--- src/rtl/sep_delay.sv ---
module sep_delay #(
   parameter int W = 64,
   parameter int DEPTH = 1
) (
   input  logic         clock,
   input  logic         en,
   input  logic [W-1:0] d,
   output logic [W-1:0] q
);

   generate
      if (DEPTH == 0) begin : g_none
         assign q = d;
      end else begin : g_pipe
         logic [W-1:0] pipe_ff [DEPTH];

         always_ff @(posedge clock) begin
            if (en) begin
               pipe_ff[0] <= d;
               for (int k = 1; k < DEPTH; k++) begin
                  pipe_ff[k] <= pipe_ff[k-1];
               end
            end
         end

         assign q = pipe_ff[DEPTH-1];
      end
   endgenerate

endmodule

--- config.mk ---
export PLATFORM = sky130hd
export DESIGN_NAME = sep_delay
export DESIGN_NICKNAME = d
export VERILOG_FILES = /design/src/rtl/sep_delay.sv
export SDC_FILE = /design/constraint.sdc
export NUM_CORES = 1
export LEC_CHECK = 0
export BUFFER_PORTS_ARGS = -buffer_cell sky130_fd_sc_hd__buf_2
export CAP_MARGIN = 10
export CORE_ASPECT_RATIO = 0.75
export CORE_MARGIN = 3
export CORE_UTILIZATION = 40
export CTS_CLUSTER_DIAMETER = 40
export DETAILED_ROUTE_END_ITERATION = 7
export GPL_TIMING_DRIVEN = 0
export PLACE_DENSITY_LB_ADDON = 0.1
export SYNTH_ARGS = -nofsm -noshare
export SYNTH_HDL_FRONTEND = slang
export SYNTH_SLANG_ARGS = --single-unit
export TNS_END_PERCENT = 10
--- constraint.sdc ---
create_clock -name clock -period 0.8 [get_ports clock]
set_input_delay 0.16 -clock clock [delete_from_list [all_inputs] [get_ports clock]]
set_output_delay 0.16 -clock clock [all_outputs]
set_load 0.01 [all_outputs]
-- Word level (Yosys, flattened, before mapping)
Memories as Yosys holds them, arrays and structs flattened.
Cells that the tools add are included.
- register bits: 0
- bits in writable memories: 64
- input bits: 66
- output and inout port bits: 64
- logic and storage cells: 3
- memories kept: 1
- memories (memory ; words ; width ; read ports ; clocked after memory_dff ; write ports ; RTL line ; source):
    g_pipe.pipe_ff ; 1 ; 64 ; 1 ; 0 ; 1 ; 15 ; logic [W-1:0] pipe_ff [DEPTH];
- multiplexer cells: 2
- operators by type and width (cell ; number):
    1-bit 2-to-1 mux ; 2

-- Longest topological paths before layout
- depth after elaboration: 2
- depth in mapped cells: 0
- depth with buffers taken out: 0

-- Least setup slack after synthesis
No wires, ideal clock.
- kind: reg-to-output
- start: memory g_pipe.pipe_ff[0][0]
- end: output port q[0]
- data arrival time: 394 ps
- required time: 640 ps
- slack: 246 ps
- stages on the path, launching flop included: 1
- buffers on the path: 0
- cells stage by stage: edfxtp_1
- longest elaborated chain between the ends: 1
- RTL lines (what ; RTL line ; source):
    start: declaration ; 15 ;
    memory 1 x 64 bit ; - ;
    end: declaration ; 8 ; output logic [W-1:0] q
No other way between the ends.

-- Worst setup path in the final report
- start: memory g_pipe.pipe_ff[0][24]
- end: output port q[24]
The elaborated chain is that of the path after synthesis.

==> flow_summary.toml <==
[run_status]
outcome = "finished with violations"
violations = "setup timing"

[clocking]
root_buffer = "clkbuf_8"
cts_setup_buffers = 0
clock_tree.buffer_depth = 2
cts.clk_slew.worst_paths_ps = 70
cts_made_buffers = 9
cts_sinks = 64
htreeDepth = 3
cts_tree = "done"

[floorplanning]
initial_core_util_pct = 42.28
die_h_um = 66.03
boundaryPins = 130
die_area_um2 = 5681
row_count = 21
core_um2 = 4546
die_x_um = 86.04

[global_routing]
grt_max_degree = 65
grt_pass1_vias = 1467
gr-total-overflow = 0
grt_pass1_wl_um = 6727
antenna_found_initial = 0
track_usage_pct = 16.74

[synth]
ys_seq_elements = 64
yosysUniqueCellTypes = 1
synth_cells = 64
syn_nets = 130
synth_area_per_cell_um2 = 30.03
synth-warning-count = 0
seq_area_frac_synth_pct = 100.0
synth_area_um2 = 1922

[place]
dpl_cell_area_um2 = 2639
portBuffers = 129
gp_congestion = 0.7075
placed_cells = 250
hpwlAfterDp_um = 2803

[setup_path]
end_kind = "primary output"
critPathKind = "flip-flop to primary output"
cpLargestDelayFamily = "flip-flops"
cp_num_buf_inv = 1
crit_slowest_cell = "edfxtp_1"
crit_fanout = 1
slowest_delay_ps = 380
path_cells = "buf_2"
arrival_ps = 860
worstPathRequired_ps = 640
cp-start-kind = "flip-flop"

[routing]
drcViolationCount = 0
vias = 1328
viasPerCell = 4.203
drt_iter0_drc = 91
wl_per_cell_um = 14.51
routed_wl_um = 4584
antenna_left = 0
drt_pass1_iterations = 6

[timing]
final.period_utilization_pct = 127.4
hold_viol_final = 0
drv_slew = 0
setup_violations = 64
tightest_slew_ps = 553.4
fmax_ghz = 0.9814
worst_slack_ps = -218.9
slew_headroom_pct = 63.11
rsz0062_at_grt = "true"
fin_crit_ps = 1019

[finish]
post-route-cell-area_um2 = 3298
drive_above_1_share_pct = 54.05
synthToLayoutAreaGrowth_pct = 71.61
largest_reg_flops = 64
multi_input_cells = 0
final_cell_mix = "buf_2, edfxtp_1, dlygate4sd3_1, clkbuf_8, clkinv_1"
utilization_pct = 72.56
fill_cells = 302
diodes = 0
final_nets = 320
multi_input_comb_area_um2 = 0
stdcell_count = 316
largest_register = "g_pipe.pipe_ff"
seq_area_um2 = 1922
final_common_cell = "buf_2"
reg.largest.list = "g_pipe.pipe_ff x64"

[hold_path]
hold_class = "input pin to flip-flop"

[flow_run]
cap_violations = 0

[pwr]
leakage_nw = 1.425
max-vdd-ir-drop_mv = 1.484
power_density_nw_per_um2 = 2117
## kinds of logic after synthesis
logic type  synth area share [%]
DFF                        100.0
## metrics by stage
stage	hold WS, ps	TNS, ps	setup slack, ps	total power (W)
after floorplan	258.9	0	246.2	0.004274
after global placement	336.2	-45220	-709.9	0.004707
after detailed placement	338.2	-51660	-811.7	0.004738
after CTS	0.2075	-13330	-246.7	0.007051
after global routing	1.327	-14930	-271.7	0.007324
final	18.29	-11860	-218.9	0.006983
## power breakdown
| group | total (W) | switching [W] | internal (W) |
|---|---|---|---|
| sequential | 0.00405 | 0.0000627 | 0.00399 |
| combinational | 0.000806 | 0.000369 | 0.000437 |
| clock | 0.00213 | 0.00107 | 0.00106 |
## area by class of cell
cell class,instances,area share [%]
Timing Repair Buffer,179,34.94
Clock inverter,7,0.8725
Tap cell,57,2.162
Sequential cell,64,58.27
Clock buffer,9,3.756
## what timing repair did
item	in CTS	in global routing
hold endpoints to repair	44	6
hold buffers	44	6
gates cloned	0	0
resized for setup	2	0
endpoints found under the setup margin	128	64
## Yosys cell counts, drive strengths merged
library cell / n / area (µm²)
edfxtp: 64 / 1922
## path summary, 6_finish.rpt
kind                         startpoint                    end  slack (ps)  cells past startpoint
setup / recovery  g_pipe.pipe_ff[0][24]                  q[24]        -220                      1
hold / removal                    d[12]  g_pipe.pipe_ff[0][12]          20                      1
## metal layers
metal | routed length [µm] | vias up | track usage (%) | part of all wire (%)
li1 | - | 643 | - | -
met1 | 1523 | 604 | 15.73 | 33
met2 | 2483 | 77 | 29.71 | 54
met3 | 535 | 4 | 8.593 | 12
met4 | 41 | 0 | 8.696 | 0.89
met5 | 0 | - | 0 | 0
Power figures use the tool's default switching activity.
