===== config.mk =====
export PLATFORM = sky130hd
export DESIGN_NAME = sep_sqrt_cell
export DESIGN_NICKNAME = d
export VERILOG_FILES = /design/src/rtl/sep_sqrt_cell.sv
export SDC_FILE = /design/constraint.sdc
export NUM_CORES = 1
export LEC_CHECK = 0
export CORE_AREA = 2 2 147 149
export DETAILED_ROUTE_END_ITERATION = 12
export DIE_AREA = 0 0 149 151
export DONT_BUFFER_PORTS = 1
export GPL_TIMING_DRIVEN = 0
export PLACE_DENSITY = 0.63
export REMOVE_ABC_BUFFERS = 1
export SYNTH_ARGS = -nofsm -noshare
export SYNTH_HDL_FRONTEND = slang
export SYNTH_SLANG_ARGS = --single-unit
export TNS_END_PERCENT = 100

===== constraint.sdc =====
create_clock -name clock -period 8.4 [get_ports clock]
set_input_delay 1.68 -clock clock [delete_from_list [all_inputs] [get_ports clock]]
set_output_delay 1.68 -clock clock [all_outputs]
set_load 0.05 [all_outputs]

===== src/rtl/sep_sqrt_cell.sv =====
// one result bit of the digit-by-digit square root
module sep_sqrt_cell #(
   parameter int BIT = 60
) (
   input  logic         clock,
   input  logic         en,
   input  logic [123:0] in_rem,
   input  logic [60:0]  in_root,
   output logic [123:0] out_rem,
   output logic [60:0]  out_root
);

   logic [123:0] trial;
   logic [123:0] rem_ff;
   logic [60:0]  root_ff;

   assign trial = (124'(in_root) << (BIT + 1)) | (124'd1 << (2 * BIT));

   always_ff @(posedge clock) begin
      if (en) begin
         if (trial <= in_rem) begin
            rem_ff  <= in_rem - trial;
            root_ff <= in_root | (61'd1 << BIT);
         end else begin
            rem_ff  <= in_rem;
            root_ff <= in_root;
         end
      end
   end

   assign out_rem  = rem_ff;
   assign out_root = root_ff;

endmodule


After elaboration in Yosys (flattened, before gate mapping)
Index checks and enable logic that the tools add are counted.
- logic and storage cells: 6
- flip-flop bits (word level): 185
- output and inout port bits: 185
- input bits: 187
- magnitude comparators: 1
- add/sub/neg operators: 1
- mux-type cells: 1
- operator list (kind ; count):
    $le A122 B124 Y1 ; 1
    $mux W124 ; 1
    $sub A124 B122 Y124 ; 1

Longest topological paths before layout
Gate-level depths: netlist of run 1.
- depth after elaboration: 2
- mapped depth: 15
- depth with buffers taken out: 13

Worst setup path before layout of run 1
No wires, ideal clock.
- path kind: input -> register
- start: input in_rem[61]
- end: register rem_ff[121] (netlist: out_rem[121]), data pin
- path slack: 4.051 ns
- required time: 8.140 ns
- cell stages on the path: 13
- buffers on the path: 0
- setup time: 0.260 ns
- arrival: 4.089 ns
- cells stage by stage: inv_1 ha_1 fa_1 nor2b_1 o2111ai_1 a211oi_2 o311ai_2 a31oi_1 o31ai_2 a211oi_1 o21ai_1 xnor2_1 mux2_4
- cells in the longest elaborated chain, start to end: 2
- elaborated cells between the ends (all ways): 3
- those cells by class: add/sub: 1; order compare: 1; mux: 1
- ends and longest elaborated chain (item ; RTL line ; text):
    start: declaration ; 7 ; input logic [123:0] in_rem,
    $sub A124 B122 Y124 / $le A122 B124 Y1 (equally long branches) ; 22, 21 ;
    $mux W124 * ; 21 ; if (trial <= in_rem) begin
    end signal: assignment ; 22 ; rem_ff <= in_rem - trial;
    end signal: assignment ; 25 ; rem_ff <= in_rem;
    end: declaration ; 14 ; logic [123:0] rem_ff;
Mark *: on every way between the ends. The rest lies on a longest branch, timed or not.
A chain may end at the register's enable or synchronous reset.

Final worst setup path of run 1
- start: input in_root[16]
- end: register rem_ff[71] (netlist: out_rem[71]), data pin
- cells in the longest elaborated chain, start to end: 2
- ends and longest elaborated chain (item ; RTL line ; text):
    start: declaration ; 8 ; input logic [60:0] in_root,
    $le A122 B124 Y1 ; 21 ;
    $mux W124 ; 21 ;
No other way between the ends.

==> impl_results.md, run 1 <==
* Pin count of the biggest net entering global routing at 186
* Crit end category: register
* Synth cell types at 74
* Slew headroom at 51.5%
* Max clock buf depth at 2
* Syn Area/Cell at 11.1 sq um
* Hold buffer count at CTS at 0
* Postcts setup bufs at 0
* Vias in the first global route at 6943
* Final setup viols at 0
* Row count at 53
* Data arrival, critical path at 4.96 ns
* Reg clk slew, reported paths at 0.08 ns
* Multi-input gate area at 0.00432 sq mm
* Worst-path fanout max at 38
* Storage element area at 0.00556 sq mm
* Post-synthesis register bit count at 185
* Die ar. at 0.0225 sq mm
* First-pass GRT wire length at 40600 um
* Number of cells produced by synthesis at 928
* CTS tree: yes
* Grt total ovfl at 0
* Final Cell Area at 0.0112 sq mm
* Vias per inst at 5.96
* Compound-Gate Fraction of Synth Area at 16.0%
* # fillers at 1824
* Final WL at 28200 um
* Pre-antenna DRT Iters at 5
* Die W at 149 um
* DRT iter0 DRCs at 425
* Yosys warning count at 0
* CTS root buffer: clkbuf_16
* Multiplexer share of the synthesized area at 1.31%
* Max-cap violations at 0
* Placer Congestion at 0.868
* HP Class: input port to register
* Area growth syn-to-layout at 8.17%
* Setup repair after global routing missed its margin: false
* Clock sink count at 185
* Inserted Diodes at 0
* CTS H-tree depth at 4
* Tightest Pin Transition at 0.709 ns
* Vias at 7189
* Dpl cells at 1175
* Most used DFF post-synth: edfxtp_1
* Main combinational cell family by area after synthesis: compound AO/OA/AOI/OAI gates
* Post-Synth XOR/XNOR Area at 5.00%
* Status: finished, final reports clean
* CTS Buf Count at 17
* Fin nets at 1167
* Post-route clock period utilization at 56.6%
* I/O pins at 372
* Routed Antenna Nets at 0
* Core Area at 0.0208 sq mm
* Post-DP HPWL at 22100 um
* CP required at 8.60 ns
* Total negative slack at 0 ns
* GRT Overall Usage at 24.1%
* IO Port Bufs at 0
* Routed wire per std cell at 23.3 um
* Final hold vios at 0
* Pwr dens at 249 mW/mm^2
* Netlist Area Pre-Place at 0.0103 sq mm
* Post-Synth Simple-Gate Area at 12.1%
* WS Path Type: input port to register
* Initial Util at 49.7%
* Post_cts resized at 0
* Fin cells at 1207
* Crit start category: input port
* Placed inst area at 0.0105 sq mm
* Post-route DRC at 0
* Tmin final at 4.76 ns
* Fin. max-slew vios at 0
* Overall Power at 2.78 mW
* Number of flops mapped to enable cells by yosys at 185
* Initial antenna violation count at 0
* Adder-cell share of the synthesized area at 7.45%
* Die Y at 151 um
* Synth async-reset ratio at 0%
* Lkg Pwr at 4.42 nW
* Share of layout cells above drive strength 1 at 6.76%
* Register area share after synthesis at 53.7%
* Max VDD drop at 125 uV
* Fmax at 0.210 GHz
## cells in the mapped netlist (2+ instances only)
| cell type | n | area share (%) |
|---|---|---|
| edfxtp_1 | 185 | 54 |
| a21oi_1 | 108 | 5.2 |
| inv_1 | 75 | 2.7 |
| nor2_1 | 73 | 2.6 |
| nand2_1 | 65 | 2.4 |
| ha_1 | 60 | 7.3 |
| a21o_1 | 39 | 2.8 |
| o21ai_0 | 37 | 1.8 |
| xnor2_1 | 33 | 2.8 |
| xor2_1 | 26 | 2.2 |
| nand4_1 | 18 | 1.1 |
| nor4_1 | 17 | 1.0 |
| clkbuf_1 | 16 | 0.58 |
| o21bai_1 | 16 | 1.2 |
| nand3_1 | 13 | 0.63 |
| mux2_4 | 9 | 1.3 |
| and2_1 | 8 | 0.48 |
| buf_6 | 8 | 0.87 |
| nor3_1 | 8 | 0.39 |
| and3_1 | 7 | 0.42 |
| nor2b_1 | 7 | 0.42 |
| a31oi_1 | 6 | 0.36 |
| o21a_1 | 6 | 0.44 |
| buf_2 | 5 | 0.24 |
| or2_2 | 5 | 0.30 |
| a211oi_1 | 4 | 0.29 |
| nand2b_1 | 4 | 0.24 |
| a21boi_0 | 3 | 0.22 |
| a21oi_2 | 3 | 0.25 |
| nor3b_1 | 3 | 0.22 |
| o211a_1 | 3 | 0.29 |
| o21ai_1 | 3 | 0.15 |
| o22ai_1 | 3 | 0.18 |
| or3_1 | 3 | 0.18 |
| a221oi_1 | 2 | 0.17 |
| a41oi_1 | 2 | 0.17 |
| and4b_1 | 2 | 0.19 |
| nand3b_1 | 2 | 0.15 |
| nor4_2 | 2 | 0.24 |
| o211ai_1 | 2 | 0.15 |
| o221ai_1 | 2 | 0.17 |
| o31a_1 | 2 | 0.17 |
| or3b_1 | 2 | 0.17 |
## path summary, 6_finish.rpt
| path | start | endpoint | slack, ns | cells past startpoint |
|---|---|---|---|---|
| hold / removal | in_root[5] | out_root[5] | 1.32 | 0 |
| setup / recovery | in_root[16] | out_rem[71] | 3.64 | 12 |
## critical path: stages
cell     delay, ns
inv_1         0.03
ha_1          0.44
and2_1        0.22
nand3_1       0.18
or2_0         0.28
and4b_1       0.23
nor4_2        0.40
or3b_1        0.22
a21oi_2       0.10
nor2_4        0.52
buf_12        0.30
mux2_4        0.32
## metrics by stage
stage | hold slack (ns) | utilization [%] | worst slack, ns
after floorplan | 1.78 | - | 3.22
after global placement | 1.78 | 50.4 | 2.17
after detailed placement | 1.78 | 50.6 | 3.23
after CTS | 1.31 | 53.7 | 3.69
after global routing | 1.31 | 53.7 | 3.50
final | 1.32 | 53.7 | 3.64
## power by group
part	internal [mW]	total, mW	switching, mW
combinational	0.168	0.392	0.225
sequential	1.15	1.55	0.399
clock	0.415	0.840	0.425
## layout make-up
cell class                      instances  area share (%)
Multi-Input combinational cell        638            38.6
Clock buffer                           17            3.80
Sequential cell                       185            49.7
Timing Repair Buffer                    2           0.358
Clock inverter                         15            1.95
Inverter                               75            2.52
Tap cell                              275            3.08
## state kept, by name, indices dropped and copies added (netlist names)
name / cells
out_rem: 124
out_root: 61
## cells by family after synthesis
family,count (synthesis)
and+or+nand+nor,250
muxes,9
buffers and inverters,105
DFF,185
AOI/OAI and AO/OA,259
xor gates and xnor gates,59
adders and majority gates,61
## placed cells by master (no fill, tap or decap), drive strengths merged, types with 3 or more instances in the layout
cell / n
nor3: 9
a31oi: 7
clkinv: 9
o22ai: 3
nor2: 74
and2: 9
nand2: 65
nor4: 19
a21oi: 111
a221oi: 3
xnor2: 33
ha: 60
mux2: 9
o21ai: 40
edfxtp: 185
nand2b: 4
a211oi: 5
nor2b: 7
o21a: 6
a21o: 39
a21boi: 3
xor2: 26
o211a: 3
or2: 7
and3: 7
inv: 81
nand4: 18
nor3b: 3
o21bai: 16
or3: 3
clkbuf: 17
nand3: 13
## layer usage
layer | track usage (%) | vias to the layer above | routed length [um]
met5 | 0 | - | 0
met4 | 7.38 | 0 | 599
met3 | 6.48 | 37 | 2380
met2 | 40.2 | 332 | 13700
met1 | 30.7 | 3416 | 11500
li1 | - | 3404 | -
Note: power is estimated with default switching activity, not from simulation.
==> inputs of run 2 (changes only) <==
--- a/config.mk
+++ b/config.mk
@@ -5,12 +5,13 @@
 export SDC_FILE = /design/constraint.sdc
 export NUM_CORES = 1
 export LEC_CHECK = 0
-export CORE_AREA = 2 2 147 149
+export ABC_AREA = 1
+export CORE_AREA = 2 2 162 164
 export DETAILED_ROUTE_END_ITERATION = 12
-export DIE_AREA = 0 0 149 151
+export DIE_AREA = 0 0 164 166
 export DONT_BUFFER_PORTS = 1
 export GPL_TIMING_DRIVEN = 0
-export PLACE_DENSITY = 0.63
+export PLACE_DENSITY = 0.66
 export REMOVE_ABC_BUFFERS = 1
 export SYNTH_ARGS = -nofsm -noshare
 export SYNTH_HDL_FRONTEND = slang
==> constraint.sdc (replaced) <==
create_clock -name clock -period 4.3 [get_ports clock]
set_input_delay 0.86 -clock clock [delete_from_list [all_inputs] [get_ports clock]]
set_output_delay 0.86 -clock clock [all_outputs]
set_load 0.05 [all_outputs]
==> impl_results.md, run 2 <==
* Overall Power at 5.58 mW
* Crit end category: register
* Number of flops mapped to enable cells by yosys at 185
* Vias per inst at 5.04
* Clock sink count at 185
* Max VDD drop at 294 uV
* Final hold vios at 0
* Synth cell types at 35
* Tmin final at 3.18 ns
* IO Port Bufs at 0
* Fmax at 0.315 GHz
* Post-route DRC at 0
* CTS tree: yes
* Placer Congestion at 0.977
* Hold buffer count at CTS at 0
* Pin count of the biggest net entering global routing at 186
* Tightest Pin Transition at 0.825 ns
* Slew headroom at 44.9%
* CTS Buf Count at 17
* Status: finished, final reports clean
* Initial Util at 49.1%
* Slowest cell on crit path: nand3_2
* Most common cell after layout, fill and taps aside: nand2_1
* CP required at 4.48 ns
* Pwr dens at 412 mW/mm^2
* I/O pins at 372
* Area growth syn-to-layout at 7.49%
* Yosys warning count at 0
* WS Path Type: input port to register
* Grt total ovfl at 0
* Most instantiated library cell after synthesis: nand2_1
* HP Class: input port to register
* Post-DP HPWL at 32100 um
* Dominant cell type by area after synthesis: edfxtp_1
* Max clock buf depth at 2
* Worst path max stage delay at 0.67 ns
* Routed Antenna Nets at 0
* GR Layer Usage met1 at 36.4%
* Worst Path Buf+Inv at 2
* # fillers at 2489
* Die Y at 166 um
* Area contributors post-synth: edfxtp_1 (44%), nand2_1 (19%), inv_1 (11%), ha_1 (6.0%), nor2_1 (4.1%)
* Core Area at 0.0256 sq mm
* Register area share after synthesis at 44.2%
* Routed wire per std cell at 18.9 um
* Synth async-reset ratio at 0%
* Hold slack final at 0.494 ns
* Vias in the first global route at 10000
* Max-cap violations at 0
* Met3 GRT Util at 7.17%
* Syn Area/Cell at 7.39 sq um
* First-pass GRT wire length at 57100 um
* Setup repair after global routing missed its margin: false
* Post_cts resized at 0
* Met2 global-route usage at 44.6%
* Row count at 59
* Number of cells produced by synthesis at 1703
* Fin. max-slew vios at 0
* Netlist Area Pre-Place at 0.0126 sq mm
* Most used DFF post-synth: edfxtp_1
* Die ar. at 0.0272 sq mm
* Share of the synthesized area in the top cell type at 44.2%
* Crit start category: input port
* Worst-path fanout max at 32
* Lkg Pwr at 6.72 nW
* Final Cell Area at 0.0135 sq mm
* Final setup viols at 0
* Final core utilization at 52.8%
* Worst-path cell chain: inv_1 > ha_1 > nand2_1 > inv_1 > nand2_2 > nor2_4 > nand2_2 > nor2_1 > nand2_1 > nor2_2 > nor2_2 > nand3_2 > nand3_1 > nand2_1
* Top Usage Layer GRT: met2
* CTS H-tree depth at 4
* Vias at 10400
* Most frequent CP cell: nand2_1
* DRT iter0 DRCs at 688
* GRT Overall Usage at 28.3%
* Postcts setup bufs at 0
* Fin cells at 2059
* Post-route clock period utilization at 73.9%
* Top post-synthesis cells by count: nand2_1 (640), inv_1 (355), edfxtp_1 (185), nor2_1 (139), nand3_1 (76)
* Crit path max-delay family: simple AND/OR/NAND/NOR gates
* CTS root buffer: clkbuf_16
* Final WL at 38900 um
* Share of layout cells above drive strength 1 at 6.44%
* Placed inst area at 0.0129 sq mm
* Initial antenna violation count at 1
* Post-synthesis register bit count at 185
* Fin nets at 1959
* Die W at 164 um
* Dpl cells at 2027
* Largest register FFs at 124
* Data arrival, critical path at 3.36 ns
* Most frequent cells in the layout: nand2_1 (640), inv_1 (355), edfxtp_1 (185), nor2_1 (139), nand3_1 (76)
* Reg clk slew, reported paths at 0.09 ns
* Pre-antenna DRT Iters at 5
## run 2: cell count changes after synthesis, sizes merged, moves of 18 or more
cell | previous run | this run
nand3 | 13 | 77
nor4 | 19 | 1
inv | 75 | 371
nor2 | 74 | 154
a21o | 39 | 0
xor2 | 26 | 2
a21oi | 111 | 47
nand2 | 65 | 670
## run 2: path summary, 6_finish.rpt
check | cells past startpoint | startpoint | end
setup / recovery | 14 | in_root[23] | out_rem[110]
hold / removal | 0 | in_root[7] | out_root[7]
## run 2: final cells by class
class                           count  area, sq um  share of cell area (%)
Multi-Input combinational cell   1133         5510                    40.7
Clock inverter                     14          174                    1.29
Timing Repair Buffer                2         40.0                   0.296
Clock buffer                       17          425                    3.15
Tap cell                          335          419                    3.10
Sequential cell                   185         5560                    41.1
Inverter                          372         1400                    10.3
Antenna cell                        1         2.50                  0.0185
## run 2: routing by layer
metal,up-vias,share of wire [%]
li1,5265,-
met1,4629,42
met2,411,45
met3,80,8.4
met4,0,4.7
met5,-,0
## run 2: cell families after synthesis
| group | Yosys count | synth area share, % |
|---|---|---|
| flip-flops | 185 | 44.2 |
| AND/OR/NAND/NOR | 944 | 31.1 |
| AO/OA/AOI/OAI | 97 | 4.45 |
| adder cells (fa/ha/maj) | 61 | 6.13 |
| buffers and inverters | 385 | 12.0 |
| XOR/XNOR | 31 | 2.16 |
## run 2: report_power, final
| group | internal, mW | switching, mW | total, mW |
|---|---|---|---|
| Sequential | 2.23 | 0.733 | 2.96 |
| Combinational | 0.324 | 0.641 | 0.965 |
| Clock | 0.836 | 0.810 | 1.65 |
| Total | 3.39 | 2.18 | 5.58 |
## run 2: through the flow
step                      worst slack (ns)  TNS, ns
after CTS                             1.04        0
after floorplan                      0.731        0
after detailed placement             0.583        0
final                                 1.12        0
after global placement              -0.146    -3.39
after global routing                 0.868        0
==> inputs of run 3 (changes only) <==
--- a/config.mk
+++ b/config.mk
@@ -11,7 +11,7 @@
 export DIE_AREA = 0 0 164 166
 export DONT_BUFFER_PORTS = 1
 export GPL_TIMING_DRIVEN = 0
-export PLACE_DENSITY = 0.66
+export PLACE_DENSITY = 0.63
 export REMOVE_ABC_BUFFERS = 1
 export SYNTH_ARGS = -nofsm -noshare
 export SYNTH_HDL_FRONTEND = slang
==> constraint.sdc (replaced) <==
create_clock -name clock -period 3.25 [get_ports clock]
set_input_delay 0.65 -clock clock [delete_from_list [all_inputs] [get_ports clock]]
set_output_delay 0.65 -clock clock [all_outputs]
set_load 0.05 [all_outputs]
==> impl_results.md, run 3 (synthesized netlist as in run 2, its figures left out) <==
* Final setup viols at 0
* Placer Congestion at 0.964
* Pwr dens at 541 mW/mm^2
* Max clock buf depth at 2
* Lkg Pwr at 6.70 nW
* Final WL at 38400 um
* Slew headroom at 43.5%
* Crit start category: input port
* Worst path max stage delay at 0.68 ns
* Total negative slack at 0 ns
* DRT iter0 DRCs at 762
* Reg clk slew, reported paths at 0.08 ns
* Most frequent cells in the layout: nand2_1 (640), inv_1 (355), edfxtp_1 (185), nor2_1 (139), nand3_1 (76)
* Routed Antenna Nets at 0
* Vias per inst at 5.02
* Tmin final at 2.94 ns
* Most common cell after layout, fill and taps aside: nand2_1
* Grt total ovfl at 0
* Most frequent CP cell: nand2_1
* HP Class: input port to register
* CTS tree: yes
* Routed wire per std cell at 18.7 um
* Core Area at 0.0256 sq mm
* Tightest Pin Transition at 0.847 ns
* Setup repair after global routing missed its margin: false
* First-pass GRT wire length at 57000 um
* CTS H-tree depth at 4
* Final hold vios at 0
* I/O pins at 372
* CTS root buffer: clkbuf_16
* Row count at 59
* Crit end category: register
* Post-DP HPWL at 31600 um
* Pin count of the biggest net entering global routing at 186
* Share of layout cells above drive strength 1 at 6.44%
* Hold buffer count at CTS at 0
* Crit path max-delay family: simple AND/OR/NAND/NOR gates
* Worst-path cell chain: inv_1 > ha_1 > nand2_1 > inv_1 > a21oi_1 > o21bai_1 > nand2_1 > nand2_1 > nor2_2 > nand3_2 > nand3_1 > nand2_1
* Inserted Diodes at 0
* Initial Util at 49.1%
* Pre-antenna DRT Iters at 7
* Fin. max-slew vios at 0
* Largest register FFs at 124
* Vias at 10300
* Die ar. at 0.0272 sq mm
* Post-route DRC at 0
* Fmax at 0.340 GHz
* IO Port Bufs at 0
* Die Y at 166 um
* GRT Overall Usage at 28.2%
* Slowest cell on crit path: nand3_2
* CTS Buf Count at 17
* Final Cell Area at 0.0135 sq mm
* Hold slack final at 0.297 ns
* WS Path Type: input port to register
* CP required at 3.44 ns
* Vias in the first global route at 9988
* Die W at 164 um
* Worst-path fanout max at 32
* Area growth syn-to-layout at 7.31%
* Max VDD drop at 324 uV
* Postcts setup bufs at 0
* Clock sink count at 185
* Max-cap violations at 0
* Post_cts resized at 0
* Worst Path Buf+Inv at 2
* Post-route clock period utilization at 90.5%
* Placed inst area at 0.0129 sq mm
* Fin nets at 1959
* Initial antenna violation count at 0
* Data arrival, critical path at 3.13 ns
* Status: finished, final reports clean
==> run 3: cell types whose count changed in the layout (fill, tap and decap cells not counted) <==
cell / delta
clkinvlp_4: +2
bufinv_16: -1
clkbuf_1: +1
clkinv_4: -1
diode_2: -1
==> run 3: layout make-up <==
| class | count | area [sq um] |
|---|---|---|
| Inverter | 372 | 1400 |
| Multi-Input combinational cell | 1133 | 5510 |
| Sequential cell | 185 | 5560 |
| Tap cell | 335 | 419 |
| Clock buffer | 18 | 429 |
| Fill cell | 2443 | 12100 |
| Timing Repair Buffer | 2 | 40.0 |
| Clock inverter | 14 | 150 |
==> run 3: through the flow <==
stage | total power [mW] | instances | worst slack, ns | utilization, %
after detailed placement | 5.23 | 2027 | -0.219 | 50.4
after global routing | 7.61 | 2059 | 0.0749 | 52.7
after CTS | 7.34 | 2059 | 0.270 | 52.7
after global placement | 5.22 | 2025 | -0.991 | 50.3
after floorplan | 4.84 | 1690 | -0.109 | -
final | 7.31 | 2059 | 0.308 | 52.7
==> run 3: power breakdown <==
part / switching (mW) / internal (mW) / leakage, nW
sequential: 0.967 / 2.95 / 1.81
combinational: 0.841 / 0.428 / 4.61
clock: 1.09 / 1.03 / 0.278
==> run 3: worst paths after layout <==
path / from / slack (ns) / end / cells after the start
hold / removal: in_root[20] / 0.30 / out_root[20] / 0
setup / recovery: in_root[50] / 0.31 / out_rem[106] / 12
==> run 3: routing by layer <==
metal	GRT usage [%]	routed length, um	vias to the layer above
li1	-	-	5257
met1	36.4	16300	4633
met2	46.0	17800	401
met4	8.50	1090	0
met3	7.64	3280	54
met5	0	0	-
